--- config.mk ---
export PLATFORM = sky130hd
export DESIGN_NAME = differential_drive_odometry
export DESIGN_NICKNAME = d
export VERILOG_FILES = /design/src/hdl/ddo_pkg.sv /design/src/hdl/differential_drive_odometry.sv
export VERILOG_INCLUDE_DIRS = /design/src /design/src/hdl
export SDC_FILE = /design/constraint.sdc
export NUM_CORES = 2
export LEC_CHECK = 0
export BUFFER_PORTS_ARGS = -buffer_cell sky130_fd_sc_hd__buf_2
export CORE_AREA = 2 2 416 418
export DETAILED_ROUTE_END_ITERATION = 7
export DIE_AREA = 0 0 418 420
export PLACE_DENSITY_LB_ADDON = 0.08
export SYNTH_ARGS = -nofsm -noshare
export SYNTH_HDL_FRONTEND = slang
export SYNTH_SLANG_ARGS = --single-unit
--- constraint.sdc ---
create_clock -name clk -period 14.5 [get_ports clk]
set_input_delay 1.45 -clock clk [delete_from_list [all_inputs] [get_ports clk]]
set_output_delay 1.45 -clock clk [all_outputs]
set_load 0.01 [all_outputs]
--- src/hdl/assert_macros.svh ---
// assertion macros used by the rtl
`ifndef ASSERT_MACROS_SVH
`define ASSERT_MACROS_SVH

// same-cycle implication
`define ASSERT_IMPLIES(label, clk, rst_n, ante, cons, msg) \
	label: assert property (@(posedge clk) disable iff (!rst_n) (ante) |-> (cons)) \
		else $error(msg);

// next-cycle implication
`define ASSERT_NEXT(label, clk, rst_n, ante, cons, msg) \
	label: assert property (@(posedge clk) disable iff (!rst_n) (ante) |=> (cons)) \
		else $error(msg);

`endif

--- src/hdl/ddo_pkg.sv ---
// types, constants and tables for the differential drive odometry block
`default_nettype none

package ddo_pkg;

	localparam int TW_W   = 25;
	localparam int ACC_W  = 76;
	localparam int MAG_W  = 64;
	localparam int BMAG_W = 34;
	localparam int CW     = 34;

	localparam int MUL_BITS = 34;
	localparam int DIV_BITS = 64;

	localparam logic signed [34:0] TURN_PER_RADIAN = 35'sd683565276;
	localparam logic signed [34:0] Q30_ONE_B       = 35'sd1073741824;
	localparam logic signed [33:0] Q30_ONE         = 34'sd1073741824;
	localparam logic signed [33:0] Q31_ONE         = 34'sd2147483648;
	localparam logic signed [33:0] CORDIC_GAIN_INV = 34'sd652032874;

	typedef struct packed {
		logic signed [31:0] left_distance;
		logic signed [31:0] right_distance;
	} wheel_t;

	typedef struct packed {
		logic signed [31:0] pose_x;
		logic signed [31:0] pose_y;
		logic signed [31:0] pose_heading;
	} pose_t;

	typedef enum logic [2:0] {
		S_IDLE,
		S_SETUP,
		S_MUL,
		S_DIV,
		S_FIX,
		S_CORD,
		S_DONE
	} state_t;

	typedef enum logic [3:0] {
		P_TURN_MUL,
		P_TURN_DIV,
		P_SL_MUL,
		P_SL_DIV,
		P_LR_MUL,
		P_LR_DIV,
		P_CORD_T,
		P_FWD_MUL,
		P_LFT_MUL,
		P_CORD_H,
		P_X1,
		P_X2,
		P_Y1,
		P_Y2
	} step_t;

	// atan(2^-i) as binary angle
	function automatic logic [29:0] atan_entry(input logic [4:0] idx);
		logic [29:0] v;
		case (idx)
			5'd0:  v = 30'h20000000;
			5'd1:  v = 30'h12E4051E;
			5'd2:  v = 30'h09FB385B;
			5'd3:  v = 30'h051111D4;
			5'd4:  v = 30'h028B0D43;
			5'd5:  v = 30'h0145D7E1;
			5'd6:  v = 30'h00A2F61E;
			5'd7:  v = 30'h00517C55;
			5'd8:  v = 30'h0028BE53;
			5'd9:  v = 30'h00145F2F;
			5'd10: v = 30'h000A2F98;
			5'd11: v = 30'h000517CC;
			5'd12: v = 30'h00028BE6;
			5'd13: v = 30'h000145F3;
			5'd14: v = 30'h0000A2F9;
			5'd15: v = 30'h0000517C;
			5'd16: v = 30'h000028BE;
			5'd17: v = 30'h0000145F;
			5'd18: v = 30'h00000A2F;
			5'd19: v = 30'h00000517;
			5'd20: v = 30'h0000028B;
			5'd21: v = 30'h00000145;
			5'd22: v = 30'h000000A2;
			5'd23: v = 30'h00000051;
			5'd24: v = 30'h00000028;
			5'd25: v = 30'h00000014;
			5'd26: v = 30'h0000000A;
			5'd27: v = 30'h00000005;
			5'd28: v = 30'h00000002;
			5'd29: v = 30'h00000001;
			default: v = 30'h00000000;
		endcase
		return v;
	endfunction

	function automatic logic signed [31:0] sat32(input logic signed [49:0] v);
		logic signed [31:0] r;
		if (v > 50'sd2147483647)
			r = 32'sh7fffffff;
		else if (v < -50'sd2147483648)
			r = 32'sh80000000;
		else
			r = v[31:0];
		return r;
	endfunction

endpackage

`default_nettype wire

--- src/hdl/differential_drive_odometry.sv ---
// dead reckoning for a two-wheel base: pose update from wheel distances
// throughput: one request at a time; the next is taken once the result is registered
// cycle count is set by the one serial add/subtract unit (one bit per cycle) and the cordic
// reset: pose and heading clear to zero, track width to one meter, no result pending
`default_nettype none

`include "assert_macros.svh"

module differential_drive_odometry import ddo_pkg::*; #(
	parameter int FRAC_BITS    = 16,
	parameter int CORDIC_STEPS = 24
) (
	input  wire logic           clk,
	input  wire logic           arst_n,
	input  wire logic           wheel_valid,
	output      logic           wheel_stall,
	input  wire wheel_t         wheel,
	output      logic           pose_valid,
	input  wire logic           pose_stall,
	output      pose_t          pose,
	input  wire logic           cfg_we,
	input  wire logic [TW_W-1:0] cfg_wdata
);

	localparam logic [TW_W-1:0] TW_RESET  = TW_W'(1) << FRAC_BITS;
	localparam logic [5:0]      MUL_LAST  = 6'(MUL_BITS - 1);
	localparam logic [5:0]      DIV_LAST  = 6'(DIV_BITS - 1);
	localparam logic [5:0]      CORD_LAST = 6'(CORDIC_STEPS - 1);

	state_t state_q, state_d;
	step_t  step_q, step_d;
	logic [5:0] cnt_q, cnt_d;

	logic [TW_W-1:0] w_q;
	logic [TW_W-1:0] w_eff;
	logic signed [31:0] px_q, py_q;
	logic [31:0] hd_q;
	logic pose_valid_q;
	pose_t pose_q;

	logic signed [32:0] diff_q, sum_q;
	logic signed [64:0] tmp_q;
	logic [31:0] theta_q;
	logic signed [47:0] fwd_q, lft_q;
	logic signed [33:0] s_q, c_q;
	logic signed [49:0] pacc_q;
	logic [ACC_W-1:0] opa_q, acc_q;
	logic [MAG_W-1:0] opb_q;
	logic neg_q;
	logic signed [CW-1:0] cx_q, cy_q, cz_q;
	logic flip_q;

	// operand selection
	logic signed [64:0] a_val, a_abs;
	logic signed [34:0] b_val, b_abs;
	logic step_div, step_cord;
	logic [MAG_W-1:0] mag_a;
	logic [BMAG_W-1:0] mag_b;

	// shared adder
	logic [ACC_W-1:0] add_x, add_y, add_sum, fix_mag;
	logic add_cin;
	logic [34:0] div_t;
	logic div_fits;
	logic signed [ACC_W-1:0] res;
	logic signed [45:0] res_hi;
	logic small_turn;

	// cordic step
	logic signed [CW-1:0] cdx, cdy, cat, nx, ny, nz, z0;
	logic [31:0] cord_angle;
	logic load_out, accept;

	assign w_eff = (w_q == '0) ? TW_W'(1) : w_q;
	assign accept = wheel_valid && (state_q == S_IDLE);
	assign wheel_stall = (state_q != S_IDLE);
	assign pose_valid = pose_valid_q;
	assign pose = pose_q;

	always_comb begin
		step_div  = 1'b0;
		step_cord = 1'b0;
		a_val = '0;
		b_val = '0;
		case (step_q)
			P_TURN_MUL: begin
				a_val = 65'(diff_q);
				b_val = TURN_PER_RADIAN;
			end
			P_TURN_DIV: begin
				step_div = 1'b1;
				a_val = tmp_q;
				b_val = signed'({10'b0, w_eff});
			end
			P_SL_MUL: begin
				a_val = 65'(sum_q);
				b_val = 35'(diff_q);
			end
			P_SL_DIV: begin
				step_div = 1'b1;
				a_val = tmp_q;
				b_val = signed'({8'b0, w_eff, 2'b00});
			end
			P_LR_MUL: begin
				a_val = 65'(sum_q);
				b_val = signed'({10'b0, w_eff});
			end
			P_LR_DIV: begin
				step_div = 1'b1;
				a_val = tmp_q;
				b_val = signed'({diff_q[32], diff_q, 1'b0});
			end
			P_FWD_MUL: begin
				a_val = tmp_q;
				b_val = 35'(s_q);
			end
			P_LFT_MUL: begin
				a_val = tmp_q;
				b_val = Q30_ONE_B - 35'(c_q);
			end
			P_X1: begin
				a_val = 65'(fwd_q);
				b_val = 35'(c_q);
			end
			P_X2: begin
				a_val = 65'(lft_q);
				b_val = 35'(s_q);
			end
			P_Y1: begin
				a_val = 65'(fwd_q);
				b_val = 35'(s_q);
			end
			P_Y2: begin
				a_val = 65'(lft_q);
				b_val = 35'(c_q);
			end
			P_CORD_T, P_CORD_H: begin
				step_cord = 1'b1;
			end
			default: begin
				step_cord = 1'b0;
			end
		endcase
		a_abs = a_val[64] ? -a_val : a_val;
		b_abs = b_val[34] ? -b_val : b_val;
		mag_a = a_abs[MAG_W-1:0];
		mag_b = b_abs[BMAG_W-1:0];
	end

	// one add/subtract unit serves multiply, divide and sign fix
	always_comb begin
		div_t   = {acc_q[33:0], opb_q[MAG_W-1]};
		fix_mag = step_div ? {12'b0, opb_q} : acc_q;
		add_x   = '0;
		add_y   = '0;
		add_cin = 1'b0;
		case (state_q)
			S_MUL: begin
				add_x = acc_q;
				add_y = opb_q[0] ? opa_q : '0;
			end
			S_DIV: begin
				add_x   = {41'b0, div_t};
				add_y   = ~{42'b0, opa_q[33:0]};
				add_cin = 1'b1;
			end
			S_FIX: begin
				add_x   = neg_q ? ~fix_mag : fix_mag;
				add_cin = neg_q;
			end
			default: begin
				add_x = '0;
			end
		endcase
		add_sum  = add_x + add_y + ACC_W'(add_cin);
		div_fits = !add_sum[ACC_W-1];
		res      = signed'(add_sum);
		res_hi   = res[75:30];
		small_turn = (res[75:20] == '0) ||
			((res[75:20] == '1) && (res[19:0] != '0));
	end

	always_comb begin
		cord_angle = (step_q == P_CORD_T) ? theta_q : hd_q;
		z0  = 34'(signed'(cord_angle));
		cdx = cy_q >>> cnt_q[4:0];
		cdy = cx_q >>> cnt_q[4:0];
		cat = signed'({4'b0, atan_entry(cnt_q[4:0])});
		if (!cz_q[CW-1]) begin
			nx = cx_q - cdx;
			ny = cy_q + cdy;
			nz = cz_q - cat;
		end else begin
			nx = cx_q + cdx;
			ny = cy_q - cdy;
			nz = cz_q + cat;
		end
	end

	always_comb begin
		state_d  = state_q;
		step_d   = step_q;
		cnt_d    = cnt_q;
		load_out = 1'b0;
		case (state_q)
			S_IDLE: begin
				if (wheel_valid) begin
					state_d = S_SETUP;
					step_d  = P_TURN_MUL;
				end
			end
			S_SETUP: begin
				cnt_d = '0;
				if (step_cord)
					state_d = S_CORD;
				else if (step_div)
					state_d = S_DIV;
				else
					state_d = S_MUL;
			end
			S_MUL: begin
				cnt_d = cnt_q + 6'd1;
				if (cnt_q == MUL_LAST)
					state_d = S_FIX;
			end
			S_DIV: begin
				cnt_d = cnt_q + 6'd1;
				if (cnt_q == DIV_LAST)
					state_d = S_FIX;
			end
			S_CORD: begin
				cnt_d = cnt_q + 6'd1;
				if (cnt_q == CORD_LAST) begin
					state_d = S_SETUP;
					step_d  = (step_q == P_CORD_T) ? P_FWD_MUL : P_X1;
				end
			end
			S_FIX: begin
				state_d = S_SETUP;
				case (step_q)
					P_TURN_MUL: step_d = P_TURN_DIV;
					P_TURN_DIV: step_d = small_turn ? P_SL_MUL : P_LR_MUL;
					P_SL_MUL:   step_d = P_SL_DIV;
					P_SL_DIV:   step_d = P_CORD_H;
					P_LR_MUL:   step_d = P_LR_DIV;
					P_LR_DIV:   step_d = P_CORD_T;
					P_FWD_MUL:  step_d = P_LFT_MUL;
					P_LFT_MUL:  step_d = P_CORD_H;
					P_X1:       step_d = P_X2;
					P_X2:       step_d = P_Y1;
					P_Y1:       step_d = P_Y2;
					P_Y2:       state_d = S_DONE;
					default:    state_d = S_IDLE;
				endcase
			end
			S_DONE: begin
				if (!pose_valid_q || !pose_stall) begin
					load_out = 1'b1;
					state_d  = S_IDLE;
				end
			end
			default: begin
				state_d = S_IDLE;
			end
		endcase
	end

	always_ff @(posedge clk or negedge arst_n) begin
		if (!arst_n) begin
			state_q      <= S_IDLE;
			step_q       <= P_TURN_MUL;
			cnt_q        <= '0;
			w_q          <= TW_RESET;
			px_q         <= '0;
			py_q         <= '0;
			hd_q         <= '0;
			pose_valid_q <= 1'b0;
		end else begin
			state_q <= state_d;
			step_q  <= step_d;
			cnt_q   <= cnt_d;
			if (cfg_we)
				w_q <= cfg_wdata;
			if (state_q == S_FIX && step_q == P_X2)
				px_q <= sat32(pacc_q - 50'(res_hi));
			if (state_q == S_FIX && step_q == P_Y2)
				py_q <= sat32(pacc_q + 50'(res_hi));
			if (load_out) begin
				hd_q         <= hd_q + theta_q;
				pose_valid_q <= 1'b1;
			end else if (!pose_stall) begin
				pose_valid_q <= 1'b0;
			end
		end
	end

	always_ff @(posedge clk) begin
		if (accept) begin
			diff_q <= 33'(wheel.right_distance) - 33'(wheel.left_distance);
			sum_q  <= 33'(wheel.right_distance) + 33'(wheel.left_distance);
		end
		if (load_out)
			pose_q <= '{pose_x: px_q, pose_y: py_q, pose_heading: hd_q + theta_q};
		case (state_q)
			S_SETUP: begin
				neg_q <= a_val[64] ^ b_val[34];
				acc_q <= '0;
				if (step_div) begin
					opb_q <= mag_a;
					opa_q <= {42'b0, mag_b};
				end else begin
					opa_q <= {12'b0, mag_a};
					opb_q <= {30'b0, mag_b};
				end
				cx_q <= CORDIC_GAIN_INV;
				cy_q <= '0;
				// fold the angle into the right half plane
				if (z0 > Q30_ONE) begin
					cz_q   <= z0 - Q31_ONE;
					flip_q <= 1'b1;
				end else if (z0 < -Q30_ONE) begin
					cz_q   <= z0 + Q31_ONE;
					flip_q <= 1'b1;
				end else begin
					cz_q   <= z0;
					flip_q <= 1'b0;
				end
			end
			S_MUL: begin
				acc_q <= add_sum;
				opa_q <= opa_q << 1;
				opb_q <= opb_q >> 1;
			end
			S_DIV: begin
				acc_q <= {42'b0, div_fits ? add_sum[33:0] : div_t[33:0]};
				opb_q <= {opb_q[MAG_W-2:0], div_fits};
			end
			S_CORD: begin
				cx_q <= nx;
				cy_q <= ny;
				cz_q <= nz;
				if (cnt_q == CORD_LAST) begin
					s_q <= flip_q ? -ny : ny;
					c_q <= flip_q ? -nx : nx;
				end
			end
			S_FIX: begin
				case (step_q)
					P_TURN_MUL, P_SL_MUL, P_LR_MUL, P_LR_DIV: tmp_q <= res[64:0];
					P_TURN_DIV: begin
						theta_q <= res[31:0];
						if (small_turn)
							fwd_q <= 48'(sum_q >>> 1);
					end
					P_SL_DIV:  lft_q  <= res[47:0];
					P_FWD_MUL: fwd_q  <= 48'(res_hi);
					P_LFT_MUL: lft_q  <= 48'(res_hi);
					P_X1:      pacc_q <= 50'(px_q) + 50'(res_hi);
					P_Y1:      pacc_q <= 50'(py_q) + 50'(res_hi);
					default: begin
						pacc_q <= pacc_q;
					end
				endcase
			end
			default: begin
				acc_q <= acc_q;
			end
		endcase
	end

	`ASSERT_NEXT(a_take_starts, clk, arst_n, accept, state_q == S_SETUP && step_q == P_TURN_MUL, "request not started")
	`ASSERT_NEXT(a_out_src, clk, arst_n, !pose_valid && state_q != S_DONE, !pose_valid, "result without finished request")
	`ASSERT_IMPLIES(a_cord_idx, clk, arst_n, state_q == S_CORD, cnt_q <= CORD_LAST, "cordic index out of range")

endmodule

`default_nettype wire

Word level (Yosys, flattened, before mapping)
Memory sizes are Yosys's and may differ from the RTL's.
Index checks and enable logic that the tools add are counted.
- flip-flop bits (word level): 928
- ROM bits: 960
- bits of input ports: 94
- output and inout port bits: 98
- word-level logic and storage cells: 197
- memories: 1
- memories (name ; depth ; width ; read ports ; clocked after memory_dff ; write ports ; RTL line ; text):
    (name not given) ; 32 ; 30 ; 1 ; 0 ; 0 ; ddo_pkg.sv:62 ; case (idx)
- add/subtract/negate cells: 23
- $lt $le $gt $ge: 6
- equal/unequal tests: 31
- shift-type cells: 2
- mux-type cells: 59
- bitwise operators: 3
- reduce and logical (&&, ||, !) cells: 44
- operator list (operator ; number):
    $pmux 76 s3 ; 2
    $pmux 65 s5 ; 1
    $mux 34 ; 9
    $pmux 76 s2 ; 2
    $pmux 35 s8 ; 1
    $mux 76 ; 3
    $pmux 34 s2 ; 3
    $mux 64 ; 3
    $pmux 48 s2 ; 2
    $pmux 64 s3 ; 1
    $mux 32 ; 5
    $neg 34->34 ; 3
    $gt 50x32->1 const B ; 2
    $lt 50x32->1 const B ; 2
    $pmux 50 s2 ; 1
    $add 32x46->47 ; 2
    $add 76x1->76 ; 1
    $add 76x76->76 ; 1
    $not 34->76 ; 1
    $not 76->76 ; 1
    $add 34x34->34 ; 2
    $sshr 34x5->34 ; 2
    $sub 34x34->34 ; 2
    $neg 64->64 ; 1
    other kinds (57) ; 115

Logic depth before layout (Yosys ltp)
- word-level depth: 15
- depth in mapped cells: 43

Worst setup path before layout
Ideal clock, no wire load.
- path kind: flip-flop to flip-flop
- start point: register state_q[1]
- end point: register c_q[0] (enable)
- library setup time: 0.662 ns
- data arrival time: 10.086 ns
- required time: 13.838 ns
- path slack: 3.753 ns
- cell stages (with the launch flop): 8
- path buffers: 3
- clock period less this slack: 10.747 ns
- cell sequence: dfrtp_1 > clkbuf_1 > nand2b_1 > inv_1 > nand2_1 > clkbuf_1 > clkbuf_1 > nor4_1
- word-level cells in the longest chain between the ends: 2
- RTL lines (item ; RTL line ; text):
    from (decl) ; differential_drive_odometry.sv:30 ; state_t state_q, state_d;
    from (signal assigned) ; differential_drive_odometry.sv:279 ; state_q <= state_d;
    $eq 3x3->1 ; differential_drive_odometry.sv:304 ; case (state_q)
    $reduce_and 2->1 (no source line) ; - ;
    to (signal assigned) ; differential_drive_odometry.sv:344 ; c_q <= flip_q ? -nx : nx;
    to (decl) ; differential_drive_odometry.sv:45 ; logic signed [33:0] s_q, c_q;
Every way passes these cells.
A chain may end at the register's enable or synchronous reset.

Worst setup path after layout
- start point: register step_q[0]
- end point: register py_q[23]
- word-level cells in the longest chain between the ends: 13
- elaborated cells between the ends (all ways): 18
- RTL lines (item ; RTL line ; text):
    from (decl) ; differential_drive_odometry.sv:31 ; step_t step_q, step_d;
    from (signal assigned) ; differential_drive_odometry.sv:280 ; step_q <= step_d;
    $eq 4x1->1 (tied with other cells) ; differential_drive_odometry.sv:85 ; case (step_q)
    $reduce_or 3->1 (no source line) * ; - ;
    $mux 1 * ; differential_drive_odometry.sv:85 ;
    $mux 76 * ; differential_drive_odometry.sv:153 ; fix_mag = step_div ? {12'b0, opb_q} : acc_q;
    $not 76->76 ; differential_drive_odometry.sv:168 ; add_x = neg_q ? ~fix_mag : fix_mag;
    $mux 76 * ; differential_drive_odometry.sv:168 ;
    $pmux 76 s3 * ; differential_drive_odometry.sv:157 ; case (state_q)
    $add 76x76->76 * ; differential_drive_odometry.sv:175 ; add_sum = add_x + add_y + ACC_W'(add_cin);
    $add 76x1->76 * ; differential_drive_odometry.sv:175 ;
    named net add_sum[54] ; differential_drive_odometry.sv:61 ; logic [ACC_W-1:0] add_x, add_y, add_sum, fix_mag;
    $add 50x46->50 * ; differential_drive_odometry.sv:287 ; py_q <= sat32(pacc_q + 50'(res_hi));
    $lt 50x32->1 ; ddo_pkg.sv:102 ; else if (v < -50'sd2147483648)
    $mux 32 ; ddo_pkg.sv:102 ;
    $mux 32 * ; ddo_pkg.sv:100 ; if (v > 50'sd2147483647)
    to (signal assigned) ; differential_drive_odometry.sv:287 ;
    to (decl) ; differential_drive_odometry.sv:36 ; logic signed [31:0] px_q, py_q;
The timed path passes the listed nets; every way through them passes the cells marked *.

==> run_results.csv <==
group,metric,value,unit
timing,finalSetupViolCount,0,
clock_tree,post_cts_buffers,0,
synth,ys_top_cells_by_area,"edfxtp_1, ha_1, nand2_1",
clock_tree,cts_hold_buf,0,
power_and_ir_drop,p_sw,1.39,mW
synth,synth_top_area_share,0.309,
clock_tree,cts_max_level,3,
clock_tree,insertion_delay,0.80,ns
timing,rsz0062_at_grt,"false",
worst_setup_path,crit_top_cell,"nand2_1",
finish,fin_area,83700,sq um
floorplanning,start_util,0.447,
finish,num-nets-final,9047,
synth,synthFlopType,"edfxtp_1",
power_and_ir_drop,swShare,0.231,
clock_tree,cts_resized,0,
power_and_ir_drop,irDropWorstVdd,0.0943,mV
routing,wirelength,299000,microns
synth,synthTopCellsByCount,"nand2_1, edfxtp_1, nor2_1",
synth,synth-edff-count,787,
grt,antenna_found_initial,13,
timing,fin_tns_setup,0,ns
routing,wl_per_cell,27.6,microns
worst_setup_path,critPathBufInv,3,
worst_setup_path,path_max_fanout,87,
worst_setup_path,cp.arrival,11.98,ns
power_and_ir_drop,powerDensity,71.9,nW/um^2
power_and_ir_drop,internal_power,4.63,mW
place,placed_cell_area,79800,sq um
worst_setup_path,cp_slowest_cell,"dfrtp_4",
clock_tree,clockRootBuffer,"clkbuf_16",
synth,yosysUniqueCellTypes,131,
clock_tree,cts_buffers,109,
finish,area_delta_synth_final,9.36,%
power_and_ir_drop,seq_power_share,0.477,
grt,grt_usage,0.332,
clock_tree,cts_buffer_depth,3,
place,gp_congestion,0.988,
routing,drtPass1Iterations,8,
worst_setup_path,path_delay_family,"compound AO/OA/AOI/OAI gates",
place,place_hpwl,229000,microns
timing,final_hold_viol_count,0,
routing,ant_nets,0,
timing,worst_pin_slew,1.34,ns
place,port_buffers,191,
timing,timing.hold.ws,0.459,ns
synth,netlist_area,76500,sq um
grt,grt_pass1_wl,436000,microns
floorplanning,pin_count,192,
grt,overflow,0,
worst_setup_path,criticalPathCategory,"register to register",
power_and_ir_drop,clkPwrFrac,0.493,
worst_setup_path,required,15.12,ns
floorplanning,die_w,418,microns
finish,drive_gt1_frac,0.104,
timing,fmax,88.1,MHz
synth,syn_inst,8527,
clock_tree,clk_transition_reported_paths,0.07,ns
routing,avgViaCountPerCell,6.39,
worst_setup_path,cp_slowest_stage_delay,0.86,ns
clock_tree,clock_sinks,922,
synth,yosysMostFrequentCell,"nand2_1",
synth,syn_nets,9067,
floorplanning,core_area,171000,sq um
routing,dr_total_vias,69300,
worst_hold_path,hold_class,"register to register",
floorplanning,fp.dieH,420,microns
timing,post-route-period-util,0.783,
grt,grt_start_max_net_pins,88,
power_and_ir_drop,p_leak,33.2,nW
timing,clock_skew,0.0694,ns
worst_setup_path,end_kind,"register",
job,cap_violations,0,
synth,yosys.area.top_type,"edfxtp_1",
clock_tree,cts_tree,"yes",
power_and_ir_drop,combPwrFrac,0.030,
synth,ys_seq_area_frac,0.353,
synth,synth-seq-cells,922,
floorplanning,num_rows,152,
worst_setup_path,critPathLaunchType,"register",
synth,yosysWarnings,0,
timing,fin_crit,11.36,ns
synth,synthArstFlopShare,0.146,
synth,syn_avg_cell_area,8.97,sq um
floorplanning,die-area,176000,sq um
routing,drc,0,
grt,grt_pass1_vias,64200,
timing,slew_violations,0,
timing,slew_headroom,0.106,
run_status,status,"finished clean",
routing,drt_iter0_drc,8284,
## per-layer routing
layer  vias up  global-route usage  wire [microns]
met2      3270               0.481          124000
met5         -                   0              38
li1      31500                   -               -
met1     34000               0.483          134000
met3       510              0.0680           29100
met4         6               0.123           11800
## layout by cell type, fill, tap and decap left out, types with 76 or more instances in the layout
cell type	instances
a211oi_1	76
a21o_1	142
a21oi_1	624
a22oi_1	91
and2_1	85
buf_2	190
buf_4	162
clkbuf_16	112
dfrtp_1	124
edfxtp_1	787
ha_1	435
inv_1	281
mux2_2	98
mux2i_1	318
nand2_1	930
nand2b_1	88
nand3_1	153
nand4_1	84
nor2_1	769
nor3_1	166
o21ai_0	604
o21bai_1	78
o22ai_1	80
xnor2_1	377
xor2_1	256
## power by group through the flow
stage | clock (mW) | sequential, mW | combinational, mW
2_1_floorplan | 0 | 2.92 | 0.120
3_3_place_gp | 0 | 2.93 | 0.176
3_5_place_dp | 0 | 2.93 | 0.179
4_1_cts | 3.01 | 2.87 | 0.180
5_1_grt | 3.10 | 2.87 | 0.201
6_report | 2.97 | 2.87 | 0.178
## metrics by stage
step	power, mW	utilization	setup WS [ns]	std cells
after floorplan	3.04	-	3.75	8527
after global placement	3.10	0.467	3.60	10600
after detailed placement	3.11	0.467	3.43	10600
after CTS	6.06	0.489	3.35	10800
after global routing	6.18	0.489	2.45	10800
final	6.02	0.489	3.14	10800
## state kept, by name, indices dropped and copies added (netlist names), 6 cells and up
signal / count
px_q: 32
sum_q: 32
pacc_q: 47
cz_q: 34
s_q: 34
w_q: 25
diff_q: 33
hd_q: 32
cx_q: 34
py_q: 32
theta_q: 32
pose: 96
cy_q: 34
opb_q: 64
tmp_q: 65
fwd_q: 46
opa_q: 76
c_q: 34
acc_q: 76
lft_q: 48
cnt_q: 6
## final timing paths
path	from	end	slack (ns)	cells past startpoint
min	px_q[31]	pose[95]	0.46	0
min reg2reg	px_q[31]	pose[95]	0.46	0
max in group asynchronous	arst_n	px_q[28]	12.17	2
max reg2reg	step_q[0]	py_q[23]	3.14	29
max	step_q[0]	py_q[23]	3.14	29
min in group asynchronous	arst_n	pose_valid	0.75	1
## cell families after synthesis
kind of cell | count (synthesis) | synth area share
simple gates | 2739 | 0.167
mux | 496 | 0.0784
flops | 922 | 0.353
compound gates | 2493 | 0.211
fa+ha+maj | 448 | 0.0743
xor+xnor | 649 | 0.0744
buf+inv | 780 | 0.0418
## layout make-up
class | instances | area [sq um]
fillers | 16300 | 87300
multi-input cells | 6825 | 46700
flip-flops and latches | 922 | 27000
clock buffers | 138 | 3010
well taps | 2233 | 2790
repair buffers | 354 | 2200
inverters | 295 | 1110
clock inverters | 69 | 853
diodes | 2 | 5.00
Note: power is estimated with default switching activity, not from simulation.
